$ cat src/hw/rtl/wfmb_pkg.sv
// Package: shared types, codes and constants for the window fill and mono blit block.
`default_nettype none
package wfmb_pkg;

  // Input function codes
  localparam logic [1:0] FUNC_START_FILL = 2'd0;
  localparam logic [1:0] FUNC_START_BLIT = 2'd1;
  localparam logic [1:0] FUNC_BITMAP     = 2'd2;
  localparam logic [1:0] FUNC_TICK       = 2'd3;

  // Draw mode codes
  localparam logic [1:0] MODE_IDLE = 2'd0;
  localparam logic [1:0] MODE_FILL = 2'd1;
  localparam logic [1:0] MODE_BLIT = 2'd2;

  // Job kinds handed to the serialiser
  localparam logic KIND_START = 1'b0;
  localparam logic KIND_PIXEL = 1'b1;

  // Register indexes (byte address 4*i)
  localparam logic [2:0] REG_FG_COLOR  = 3'd0;
  localparam logic [2:0] REG_BG_COLOR  = 3'd1;
  localparam logic [2:0] REG_COLUMN    = 3'd2;
  localparam logic [2:0] REG_PAGE      = 3'd3;
  localparam logic [2:0] REG_WRITE     = 3'd4;
  localparam logic [2:0] REG_NOP       = 3'd5;

  // Byte positions within the window sequence
  localparam logic [4:0] POS_COLUMN_CMD = 5'd0;
  localparam logic [4:0] POS_X0_HI      = 5'd1;
  localparam logic [4:0] POS_X0_LO      = 5'd2;
  localparam logic [4:0] POS_X1_HI      = 5'd3;
  localparam logic [4:0] POS_X1_LO      = 5'd4;
  localparam logic [4:0] POS_PAGE_CMD   = 5'd5;
  localparam logic [4:0] POS_Y0_HI      = 5'd6;
  localparam logic [4:0] POS_Y0_LO      = 5'd7;
  localparam logic [4:0] POS_Y1_HI      = 5'd8;
  localparam logic [4:0] POS_Y1_LO      = 5'd9;
  localparam logic [4:0] POS_WRITE_CMD  = 5'd10;
  localparam logic [4:0] START_BYTES    = 5'd11;

  localparam int PIXELS_PER_BYTE = 8;

  typedef struct packed {
    logic [23:0] fg_color;
    logic [23:0] bg_color;
    logic [7:0]  column_cmd_code;
    logic [7:0]  page_cmd_code;
    logic [7:0]  write_cmd_code;
    logic [7:0]  nop_cmd_code;
  } cfg_t;

  // One decoded job: the bytes it expands into are fully set by these fields and the config registers
  typedef struct packed {
    logic        kind;
    logic [15:0] x0;
    logic [15:0] x1;
    logic [15:0] y0;
    logic [15:0] y1;
    logic [7:0]  bits;
    logic [3:0]  npix;
    logic        nop;
  } job_t;

endpackage
`default_nettype wire

$ cat src/hw/rtl/wfmb_if.sv
// Interfaces: input item channel and result byte channel.
`default_nettype none
interface wfmb_item_if;
  logic        valid;
  logic        ready;
  logic [1:0]  func;
  logic [15:0] pos_x;
  logic [15:0] pos_y;
  logic [15:0] width;
  logic [15:0] height;
  logic [7:0]  bitmap_byte;
  modport source (output valid, func, pos_x, pos_y, width, height, bitmap_byte,
                  input ready);
  modport sink (input valid, func, pos_x, pos_y, width, height, bitmap_byte,
                output ready);
endinterface

interface wfmb_result_if;
  logic       valid;
  logic       ready;
  logic [7:0] bus_byte;
  logic       is_command;
  logic       last;
  logic       draw_done;
  modport source (output valid, bus_byte, is_command, last, draw_done, input ready);
  modport sink (input valid, bus_byte, is_command, last, draw_done, output ready);
endinterface
`default_nettype wire

$ cat src/hw/rtl/window_fill_and_mono_blit.sv
// Top level: window fill and monochrome bitmap colour-expansion blit front end.
// Usage
//   items   : input channel (valid/ready). func selects start fill, start blit,
//             bitmap byte or fill tick; a transfer happens when valid and ready are high.
//   results : output channel, one controller bus byte per transfer, with is_command,
//             last (final byte caused by an item) and draw_done (on the closing NOP).
//   APB     : six registers at byte addresses 0..20 (colours, command codes);
//             write only while the block is idle.
// When the unit is free, an item's job is held in the pending job register and then
//   loaded into the serialiser's current-job register before its first byte is offered.
//   The output byte serialiser sets the pace: a start item gives 11 bytes
//   (12 with the NOP), a fill tick 3 or 4, a bitmap byte 3*pixels (+1 with the NOP),
//   up to 25; one decoded job waits in a pending register so the next item is taken
//   while the current one is still going out.
// Items that match no current draw are taken and give no bytes.
// Reset (synchronous, rst high) clears the draw state to idle, the pixel counter to
//   zero, empties the pending and serialiser stages and restores register defaults.
// Receiver stall: the current byte holds; once the pending job is full the items
//   channel drops ready until the serialiser takes it.
`default_nettype none
module window_fill_and_mono_blit
  import wfmb_pkg::*;
(
  input  wire logic        clk,
  input  wire logic        rst,
  wfmb_item_if.sink        items,
  wfmb_result_if.source    results,
  input  wire logic        psel,
  input  wire logic        penable,
  input  wire logic        pwrite,
  input  wire logic [4:0]  paddr,
  input  wire logic [31:0] pwdata,
  output logic      [31:0] prdata,
  output logic             pready
);

  cfg_t cfg;
  job_t job;
  logic job_valid;
  logic pop;

  // Register bank
  wfmb_cfg u_cfg (
    .clk     (clk),
    .rst     (rst),
    .psel    (psel),
    .penable (penable),
    .pwrite  (pwrite),
    .paddr   (paddr),
    .pwdata  (pwdata),
    .prdata  (prdata),
    .pready  (pready),
    .cfg     (cfg)
  );

  // Decode items into jobs
  wfmb_decode u_decode (
    .clk       (clk),
    .rst       (rst),
    .items     (items),
    .pop       (pop),
    .job_valid (job_valid),
    .job       (job)
  );

  // Expand jobs into bus bytes
  wfmb_serial u_serial (
    .clk       (clk),
    .rst       (rst),
    .cfg       (cfg),
    .job_valid (job_valid),
    .job       (job),
    .pop       (pop),
    .results   (results)
  );

endmodule
`default_nettype wire

$ cat src/hw/rtl/wfmb_cfg.sv
// Configuration registers behind the APB-style port.
`default_nettype none
module wfmb_cfg
  import wfmb_pkg::*;
(
  input  wire logic        clk,
  input  wire logic        rst,
  input  wire logic        psel,
  input  wire logic        penable,
  input  wire logic        pwrite,
  input  wire logic [4:0]  paddr,
  input  wire logic [31:0] pwdata,
  output logic      [31:0] prdata,
  output logic             pready,
  output cfg_t             cfg
);

  logic       wr_en;
  logic [2:0] idx;

  assign pready = 1'b1;
  assign wr_en  = psel && penable && pwrite;
  assign idx    = paddr[4:2];

  // Write on the access cycle of a transfer
  always_ff @(posedge clk) begin
    if (rst) begin
      cfg.fg_color        <= 24'hFFFFFF;
      cfg.bg_color        <= 24'h000000;
      cfg.column_cmd_code <= 8'd42;
      cfg.page_cmd_code   <= 8'd43;
      cfg.write_cmd_code  <= 8'd44;
      cfg.nop_cmd_code    <= 8'd0;
    end else if (wr_en) begin
      unique case (idx)
        REG_FG_COLOR: cfg.fg_color        <= pwdata[23:0];
        REG_BG_COLOR: cfg.bg_color        <= pwdata[23:0];
        REG_COLUMN:   cfg.column_cmd_code <= pwdata[7:0];
        REG_PAGE:     cfg.page_cmd_code   <= pwdata[7:0];
        REG_WRITE:    cfg.write_cmd_code  <= pwdata[7:0];
        REG_NOP:      cfg.nop_cmd_code    <= pwdata[7:0];
        default: begin
        end
      endcase
    end
  end

  // Read back
  always_comb begin
    unique case (idx)
      REG_FG_COLOR: prdata = {8'd0, cfg.fg_color};
      REG_BG_COLOR: prdata = {8'd0, cfg.bg_color};
      REG_COLUMN:   prdata = {24'd0, cfg.column_cmd_code};
      REG_PAGE:     prdata = {24'd0, cfg.page_cmd_code};
      REG_WRITE:    prdata = {24'd0, cfg.write_cmd_code};
      REG_NOP:      prdata = {24'd0, cfg.nop_cmd_code};
      default:      prdata = 32'd0;
    endcase
  end

endmodule
`default_nettype wire

$ cat src/hw/rtl/wfmb_decode.sv
// Item decoder: draw state, pixel counter and the pending job register.
`default_nettype none
module wfmb_decode
  import wfmb_pkg::*;
(
  input  wire logic   clk,
  input  wire logic   rst,
  wfmb_item_if.sink   items,
  input  wire logic   pop,
  output logic        job_valid,
  output job_t        job
);

  logic [31:0] pixels_left;
  logic [31:0] pixels_left_next;
  logic [1:0]  draw_mode;
  logic [1:0]  draw_mode_next;
  logic        take;
  logic        has_job;
  job_t        job_next;
  logic [31:0] area;
  logic [3:0]  blit_pix;

  assign items.ready = !job_valid || pop;
  assign take        = items.valid && items.ready;
  assign area        = {16'd0, items.width} * {16'd0, items.height};
  assign blit_pix    = (pixels_left >= 32'(PIXELS_PER_BYTE)) ? 4'(PIXELS_PER_BYTE)
                                                              : pixels_left[3:0];

  // Work out the job and the next draw state for the offered item
  always_comb begin
    pixels_left_next = pixels_left;
    draw_mode_next   = draw_mode;
    has_job          = 1'b0;
    job_next.kind    = KIND_START;
    job_next.x0      = items.pos_x;
    job_next.x1      = items.pos_x + items.width - 16'd1;
    job_next.y0      = items.pos_y;
    job_next.y1      = items.pos_y + items.height - 16'd1;
    job_next.bits    = items.bitmap_byte;
    job_next.npix    = blit_pix;
    job_next.nop     = 1'b0;
    case (items.func)
      FUNC_START_FILL, FUNC_START_BLIT: begin
        has_job          = 1'b1;
        job_next.nop     = (items.width == 16'd0) || (items.height == 16'd0);
        pixels_left_next = area;
        if (job_next.nop) begin
          draw_mode_next = MODE_IDLE;
        end else if (items.func == FUNC_START_FILL) begin
          draw_mode_next = MODE_FILL;
        end else begin
          draw_mode_next = MODE_BLIT;
        end
      end
      FUNC_TICK: begin
        if (draw_mode == MODE_FILL) begin
          has_job          = 1'b1;
          job_next.kind    = KIND_PIXEL;
          job_next.bits    = 8'h01;
          job_next.npix    = 4'd1;
          job_next.nop     = (pixels_left == 32'd1);
          pixels_left_next = pixels_left - 32'd1;
          if (job_next.nop) begin
            draw_mode_next = MODE_IDLE;
          end
        end
      end
      default: begin
        if (draw_mode == MODE_BLIT) begin
          has_job          = 1'b1;
          job_next.kind    = KIND_PIXEL;
          job_next.nop     = (pixels_left <= 32'(PIXELS_PER_BYTE));
          pixels_left_next = pixels_left - {28'd0, blit_pix};
          if (job_next.nop) begin
            draw_mode_next = MODE_IDLE;
          end
        end
      end
    endcase
  end

  // Advance state on every transfer; drop items that give nothing
  always_ff @(posedge clk) begin
    if (rst) begin
      pixels_left <= 32'd0;
      draw_mode   <= MODE_IDLE;
      job_valid   <= 1'b0;
    end else begin
      if (take) begin
        pixels_left <= pixels_left_next;
        draw_mode   <= draw_mode_next;
      end
      if (take && has_job) begin
        job_valid <= 1'b1;
      end else if (pop) begin
        job_valid <= 1'b0;
      end
    end
  end

  always_ff @(posedge clk) begin
    if (take && has_job) begin
      job <= job_next;
    end
  end

  // A drawing mode always has pixels to go
  a_fill_nonempty: assert property (@(posedge clk) disable iff (rst)
    draw_mode != MODE_IDLE |-> pixels_left != 32'd0)
    else $error("drawing mode with empty pixel counter");

  // A held job stays put until taken
  a_job_held: assert property (@(posedge clk) disable iff (rst)
    job_valid && !pop |=> job_valid && $stable(job))
    else $error("pending job lost");

  // A pixel job never carries more than one byte of pixels
  a_npix_range: assert property (@(posedge clk) disable iff (rst)
    job_valid && job.kind == KIND_PIXEL |-> job.npix != 4'd0 &&
      job.npix <= 4'(PIXELS_PER_BYTE))
    else $error("pixel job with bad pixel count");

endmodule
`default_nettype wire

$ cat src/hw/rtl/wfmb_serial.sv
// Serialiser: expands one job into bus bytes, one byte per cycle while the receiver is ready.
`default_nettype none
module wfmb_serial
  import wfmb_pkg::*;
(
  input  wire logic   clk,
  input  wire logic   rst,
  input  wire cfg_t   cfg,
  input  wire logic   job_valid,
  input  wire job_t   job,
  output logic        pop,
  wfmb_result_if.source results
);

  logic       busy;
  job_t       cur;
  logic [4:0] cnt;
  logic [2:0] pix;
  logic [1:0] sub;
  logic [4:0] pix_bytes;
  logic [4:0] total_m1;
  logic       at_end;
  logic       at_nop;
  logic       xfer;
  logic       fin;
  logic [23:0] colour;
  logic [7:0]  colour_byte;

  assign pix_bytes = {cur.npix, 1'b0} + {1'b0, cur.npix};
  assign total_m1  = (cur.kind == KIND_START) ? START_BYTES - 5'd1 + {4'd0, cur.nop}
                                              : pix_bytes - 5'd1 + {4'd0, cur.nop};
  assign at_end    = (cnt == total_m1);
  assign at_nop    = at_end && cur.nop;
  assign xfer      = results.valid && results.ready;
  assign fin       = xfer && at_end;
  assign pop       = job_valid && (!busy || fin);

  // Pixel colour and the byte within it
  assign colour = cur.bits[pix] ? cfg.fg_color : cfg.bg_color;
  always_comb begin
    case (sub)
      2'd0:    colour_byte = colour[23:16];
      2'd1:    colour_byte = colour[15:8];
      default: colour_byte = colour[7:0];
    endcase
  end

  // Pick the byte for the current position
  always_comb begin
    results.valid      = busy;
    results.last       = at_end;
    results.draw_done  = at_nop;
    results.is_command = at_nop;
    results.bus_byte   = cfg.nop_cmd_code;
    if (at_nop) begin
      results.bus_byte = cfg.nop_cmd_code;
    end else if (cur.kind == KIND_PIXEL) begin
      results.bus_byte = colour_byte;
    end else begin
      case (cnt)
        POS_COLUMN_CMD: begin
          results.bus_byte   = cfg.column_cmd_code;
          results.is_command = 1'b1;
        end
        POS_X0_HI: results.bus_byte = cur.x0[15:8];
        POS_X0_LO: results.bus_byte = cur.x0[7:0];
        POS_X1_HI: results.bus_byte = cur.x1[15:8];
        POS_X1_LO: results.bus_byte = cur.x1[7:0];
        POS_PAGE_CMD: begin
          results.bus_byte   = cfg.page_cmd_code;
          results.is_command = 1'b1;
        end
        POS_Y0_HI: results.bus_byte = cur.y0[15:8];
        POS_Y0_LO: results.bus_byte = cur.y0[7:0];
        POS_Y1_HI: results.bus_byte = cur.y1[15:8];
        POS_Y1_LO: results.bus_byte = cur.y1[7:0];
        POS_WRITE_CMD: begin
          results.bus_byte   = cfg.write_cmd_code;
          results.is_command = 1'b1;
        end
        default: results.bus_byte = cfg.nop_cmd_code;
      endcase
    end
  end

  // Load a new job, advance on each transfer, hold on stall
  always_ff @(posedge clk) begin
    if (rst) begin
      busy <= 1'b0;
    end else if (pop) begin
      busy <= 1'b1;
    end else if (fin) begin
      busy <= 1'b0;
    end
  end

  always_ff @(posedge clk) begin
    if (pop) begin
      cur <= job;
      cnt <= 5'd0;
      pix <= 3'd0;
      sub <= 2'd0;
    end else if (xfer) begin
      cnt <= cnt + 5'd1;
      if (sub == 2'd2) begin
        sub <= 2'd0;
        pix <= pix + 3'd1;
      end else begin
        sub <= sub + 2'd1;
      end
    end
  end

  // Position never runs past the end of the job
  a_cnt_bound: assert property (@(posedge clk) disable iff (rst)
    busy |-> cnt <= total_m1)
    else $error("byte position beyond end of job");

  // The end-of-draw marker only rides on the last byte of a job
  a_done_last: assert property (@(posedge clk) disable iff (rst)
    results.valid && results.draw_done |-> results.last && results.is_command)
    else $error("draw_done away from last command byte");

  // After the last transfer a fresh job starts at position zero or the unit idles
  a_restart: assert property (@(posedge clk) disable iff (rst)
    fin |=> !busy || cnt == 5'd0)
    else $error("job did not restart cleanly");

endmodule
`default_nettype wire
$ cat src/flat_wrapper.sv
// flat-port wrapper written by rule: the top's interface ports become plain ports
module window_fill_and_mono_blit_flat import wfmb_pkg::*;
  (clk, rst, psel, penable, pwrite, paddr, pwdata, prdata, pready, items_valid, items_func, items_pos_x, items_pos_y, items_width, items_height, items_bitmap_byte, items_ready, results_valid, results_bus_byte, results_is_command, results_last, results_draw_done, results_ready);
  wfmb_item_if items_i ();
  wfmb_result_if results_i ();
  input  wire logic clk;
  input  wire logic rst;
  input  wire logic psel;
  input  wire logic penable;
  input  wire logic pwrite;
  input  wire logic [4:0] paddr;
  input  wire logic [31:0] pwdata;
  output logic      [31:0] prdata;
  output logic pready;
  input wire logic [$bits(items_i.valid)-1:0] items_valid;
  input wire logic [$bits(items_i.func)-1:0] items_func;
  input wire logic [$bits(items_i.pos_x)-1:0] items_pos_x;
  input wire logic [$bits(items_i.pos_y)-1:0] items_pos_y;
  input wire logic [$bits(items_i.width)-1:0] items_width;
  input wire logic [$bits(items_i.height)-1:0] items_height;
  input wire logic [$bits(items_i.bitmap_byte)-1:0] items_bitmap_byte;
  output wire logic [$bits(items_i.ready)-1:0] items_ready;
  output wire logic [$bits(results_i.valid)-1:0] results_valid;
  output wire logic [$bits(results_i.bus_byte)-1:0] results_bus_byte;
  output wire logic [$bits(results_i.is_command)-1:0] results_is_command;
  output wire logic [$bits(results_i.last)-1:0] results_last;
  output wire logic [$bits(results_i.draw_done)-1:0] results_draw_done;
  input wire logic [$bits(results_i.ready)-1:0] results_ready;
  assign items_i.valid = items_valid;
  assign items_i.func = items_func;
  assign items_i.pos_x = items_pos_x;
  assign items_i.pos_y = items_pos_y;
  assign items_i.width = items_width;
  assign items_i.height = items_height;
  assign items_i.bitmap_byte = items_bitmap_byte;
  assign items_ready = items_i.ready;
  assign results_valid = results_i.valid;
  assign results_bus_byte = results_i.bus_byte;
  assign results_is_command = results_i.is_command;
  assign results_last = results_i.last;
  assign results_draw_done = results_i.draw_done;
  assign results_i.ready = results_ready;
  window_fill_and_mono_blit u_core (.clk(clk), .rst(rst), .items(items_i), .results(results_i), .psel(psel), .penable(penable), .pwrite(pwrite), .paddr(paddr), .pwdata(pwdata), .prdata(prdata), .pready(pready));
endmodule
$ cat config.mk
export PLATFORM = sky130hd
export DESIGN_NAME = window_fill_and_mono_blit_flat
export DESIGN_NICKNAME = d
export VERILOG_FILES = /design/src/hw/rtl/wfmb_pkg.sv /design/src/hw/rtl/wfmb_if.sv /design/src/hw/rtl/window_fill_and_mono_blit.sv /design/src/hw/rtl/wfmb_cfg.sv /design/src/hw/rtl/wfmb_decode.sv /design/src/hw/rtl/wfmb_serial.sv /design/src/flat_wrapper.sv
export SDC_FILE = /design/constraint.sdc
export NUM_CORES = 1
export LEC_CHECK = 0
export BUFFER_PORTS_ARGS = -buffer_cell sky130_fd_sc_hd__buf_4
export CAP_MARGIN = 20
export CORE_ASPECT_RATIO = 0.75
export CORE_MARGIN = 1.5
export CORE_UTILIZATION = 57
export DETAILED_ROUTE_END_ITERATION = 8
export GPL_TIMING_DRIVEN = 0
export PLACE_DENSITY = 0.88
export SYNTH_ARGS = -nofsm -noshare
export SYNTH_HDL_FRONTEND = slang
export SYNTH_SLANG_ARGS = --single-unit
$ cat constraint.sdc
create_clock -name clk -period 6.38 [get_ports clk]
set_input_delay 0.638 -clock clk [delete_from_list [all_inputs] [get_ports clk]]
set_output_delay 0.638 -clock clk [all_outputs]
set_load 0.1 [all_outputs]
==> results by group <==
Outcome
  – Outcome: finished, final reports clean

Worst setup path
  – CP Buf/Inv Count: 6
  – Kind of capture point of the worst setup path: flop
  – CP Depth: 22
  – List of cells traversed by the critical path: buf_4 > clkbuf_2 > nand2_1 > fa_1 > inv_1 > fa_1 > fa_1 > fa_1 > fa_1 > inv_1 > fa_1 > inv_1 > ha_2 > a21oi_4 > o21bai_1 > a211o_1 > a311oi_4 > buf_6 > a2111oi_2 > o211ai_1 > nor3b_1 > o31ai_1
  – Critical Path Max Stage Delay: 0.56 ns
  – CP max-delay cell: sky130_fd_sc_hd__fa_1
  – Critical path data arrival time: 6.68 ns
  – Worst setup path category: in2reg
  – Crit-path leading delay family: adder cells
  – R2R depth: 15
  – Critical path data required time: 6.84 ns
  – Largest driver fanout on the critical path: 10
  – Dominant cell type by count on the critical path: sky130_fd_sc_hd__fa_1
  – Startpoint Class: input pin

Pwr
  – Combinational power share: 70.6%
  – Seq pwr share: 16.7%
  – Internal power contribution: 6.56 mW
  – Worst IR drop on VDD: 0.000697 V
  – Leakage power summed over all cells: 11.7 nW
  – Power dissipated by switching net loads: 6.47 mW
  – Proportion of total power due to net switching: 49.7%
  – Ratio of total power to cell area: 487 mW/mm²
  – Clock network power share: 12.7%

Flow run
  – Max-cap viol count: 0

Cells and area
  – Final instance area: 0.0268 mm²
  – Share of post-route cells with drive strength above 1: 11.5%
  – Final #Nets: 3,266
  – Most frequent standard cell in the layout excluding fill and tap cells: sky130_fd_sc_hd__inv_1
  – Commonest cells after routing, fill and taps aside: sky130_fd_sc_hd__inv_1 (382), sky130_fd_sc_hd__nand2_1 (300), sky130_fd_sc_hd__nor2_1 (205), sky130_fd_sc_hd__fa_1 (197), sky130_fd_sc_hd__ha_1 (172)
  – Synth-to-Final Area Change: 12.8%

Timing
  – Setup violation total in the final timing report: 0
  – Max Clk Rate: 0.161 GHz
  – Hold slack final: 0.239 ns
  – Final slew viol count: 0
  – Max-slew headroom: 22.4%
  – Setup WS post-layout: 0.157 ns
  – Post-route setup TNS: 0 ns
  – Min cycle time layout: 6.22 ns
  – Ratio of final minimum period to clock period: 97.5%
  – Hold Violations, Final: 0
  – Worst-margin pin slew: 1.16 ns
  – Post-Route Skew: 0.0300 ns

Global route
  – All-layer global routing usage: 34.6%
  – Remaining Overflow, GRT: 0
  – Maximum number of pins on one net before global-route repair: 88
  – Vias in the first global route: 20,305
  – Wire length of the first global-routing pass: 115 mm
  – Initial antenna violation count: 3

Yosys
  – Post-synthesis register bit count: 282
  – Share of synthesized area occupied by flip-flops and latches: 30.3%
  – Post-Synthesis Mean Instance Area: 9.15 µm²
  – Number of warnings printed during yosys synthesis: 0
  – Cell area after synthesis: 0.0238 mm²
  – Number of synthesized flops with an enable pin: 156
  – Async S/R FF share, synth: 0%
  – Predominant post-synthesis flop cell: sky130_fd_sc_hd__edfxtp_1
  – Number of cells produced by synthesis: 2,596
  – Post-synthesis cell type count: 87

Route
  – Met2 layer wire length in the routed design: 32.6 mm
  – Wirelength, routed: 74.9 mm
  – Met3 wire length: 9.16 mm
  – Violation count after the first detailed-route iteration: 2,646
  – DRT met1 WL: 30.7 mm
  – Count of antenna-violating nets left after detailed routing: 0
  – Routed vias: 20,601
  – Highest metal layer used by the detailed router: met5
  – Detailed-route vias per instance: 6.14
  – First-pass iteration count of the detailed router: 8
  – Post-route DRC violation count: 0
  – Drt wl/cell: 22.3 µm

Clock tree
  – Total of hold buffers inserted after clock tree synthesis: 0
  – Clk slew on worst S/H paths: 0.07 ns
  – CTS tree: built
  – Clk_lat worst skew: 0.59 ns
  – Total clock buffers created by CTS: 28
  – Root buffer cell: sky130_fd_sc_hd__clkbuf_16
  – Number of sinks on the clock net: 282
  – Maximum root-to-sink buffer count: 3
  – Number of H-tree levels: 1

Floorplan
  – Placeable core area: 0.0409 mm²
  – Std cell rows: 64
  – # IOs: 164
  – Die width: 239 µm
  – Total die area: 0.0429 mm²
  – Initial Utilization: 58.1%
  – Chip height: 180 µm

Place
  – Placement Cell Area: 0.0255 mm²
  – Routability-driven placement congestion ratio: 1.01
  – Input/output buffers: 133
  – Pre-CTS WS: -1.17 ns
  – HPWL after detailed placement: 57.8 mm

Worst hold path
  – Count of cells along the worst hold path: 1
  – Worst min-delay path category: in2reg
[cells by family after synthesis]
group | count (synthesis) | share of synthesized area (%)
AOI/OAI and AO/OA | 483 | 14.1
xor gates and xnor gates | 64 | 2.42
adders and majority gates | 375 | 26.0
buffers and inverters | 546 | 9.04
DFF | 282 | 30.3
muxes | 54 | 2.67
other | 2 | 0.0316
and+or+nand+nor | 790 | 15.5
[synthesized netlist by cell type, types with 38 or more instances]
master / instances / area [µm²]
sky130_fd_sc_hd__nand2_1: 301 / 1130
sky130_fd_sc_hd__a211o_1: 41 / 359
sky130_fd_sc_hd__dfxtp_1: 126 / 2520
sky130_fd_sc_hd__fa_1: 197 / 3940
sky130_fd_sc_hd__xnor2_1: 42 / 368
sky130_fd_sc_hd__nor2b_1: 38 / 238
sky130_fd_sc_hd__and2_1: 43 / 269
sky130_fd_sc_hd__ha_1: 178 / 2230
sky130_fd_sc_hd__a22oi_1: 40 / 300
sky130_fd_sc_hd__o21ai_0: 78 / 390
sky130_fd_sc_hd__mux2i_1: 43 / 430
sky130_fd_sc_hd__nor2_1: 208 / 781
sky130_fd_sc_hd__nor3_1: 40 / 200
sky130_fd_sc_hd__inv_1: 393 / 1480
sky130_fd_sc_hd__edfxtp_1: 156 / 4680
sky130_fd_sc_hd__clkbuf_1: 112 / 420
sky130_fd_sc_hd__a21oi_1: 115 / 576
[path summary, 6_finish.rpt]
path | from | to | slack, ns
max | items_width[7] | u_core.u_decode.pixels_left[29] | 0.16
min reg2reg | u_core.u_decode.job[49] | u_core.u_serial.cur[49] | 0.41
min | items_pos_x[6] | u_core.u_decode.job[67] | 0.24
max reg2reg | u_core.u_decode.pixels_left[20] | u_core.u_decode.pixels_left[8] | 2.06
[what timing repair did]
action	4_1_cts	5_1_grt
endpoints found under the hold margin	0	0
cloned	0	0
buffers inserted	5	5
endpoints found under the setup margin	15	13
resized for setup	51	43
pin swaps	4	10
[stage by stage]
stage               power [mW]  cells  utilization (%)
finish                    13.0   3357             65.5
global route              14.0   3357             65.5
CTS                       12.3   3351             65.0
detailed placement        10.1   3300             62.4
global placement          9.82   3298             62.3
floorplan                 8.18   2604                -
[routing by layer]
metal  vias up  global-route usage (%)
li1       9118                       -
met1     10008                    49.7
met2      1288                    51.4
met3       185                    8.38
met4         2                    11.0
met5         -                       0
[power by group through the flow]
stage / combinational [mW] / sequential, mW / clock, mW
3_3_place_gp: 7.61 / 2.20 / 0
3_5_place_dp: 7.86 / 2.21 / 0
6_report: 9.20 / 2.17 / 1.66
4_1_cts: 8.49 / 2.17 / 1.66
5_1_grt: 10.1 / 2.18 / 1.73
2_1_floorplan: 6.01 / 2.18 / 0
[layout make-up]
cell class / instances / area, µm²
timing repair buffer: 146 / 1110
clock inverter: 15 / 150
fill: 3296 / 14100
sequential: 282 / 7210
antenna: 3 / 7.51
buffer: 137 / 698
multi-input combinational: 1776 / 14600
clock buffer: 35 / 727
tap: 561 / 702
inverter: 402 / 1560
[state kept, by name (all words and copies together), names as in the netlist]
register                       count
u_core.u_serial.pix                3
u_core.u_decode.draw_mode          2
u_core.u_decode.job_valid          1
u_core.u_serial.results.valid      1
u_core.u_decode.pixels_left       32
u_core.u_decode.job               78
u_core.u_serial.cnt                5
u_core.u_cfg.cfg                  80
u_core.u_serial.sub                2
u_core.u_serial.cur               78
(Power assumes the default switching activity.)
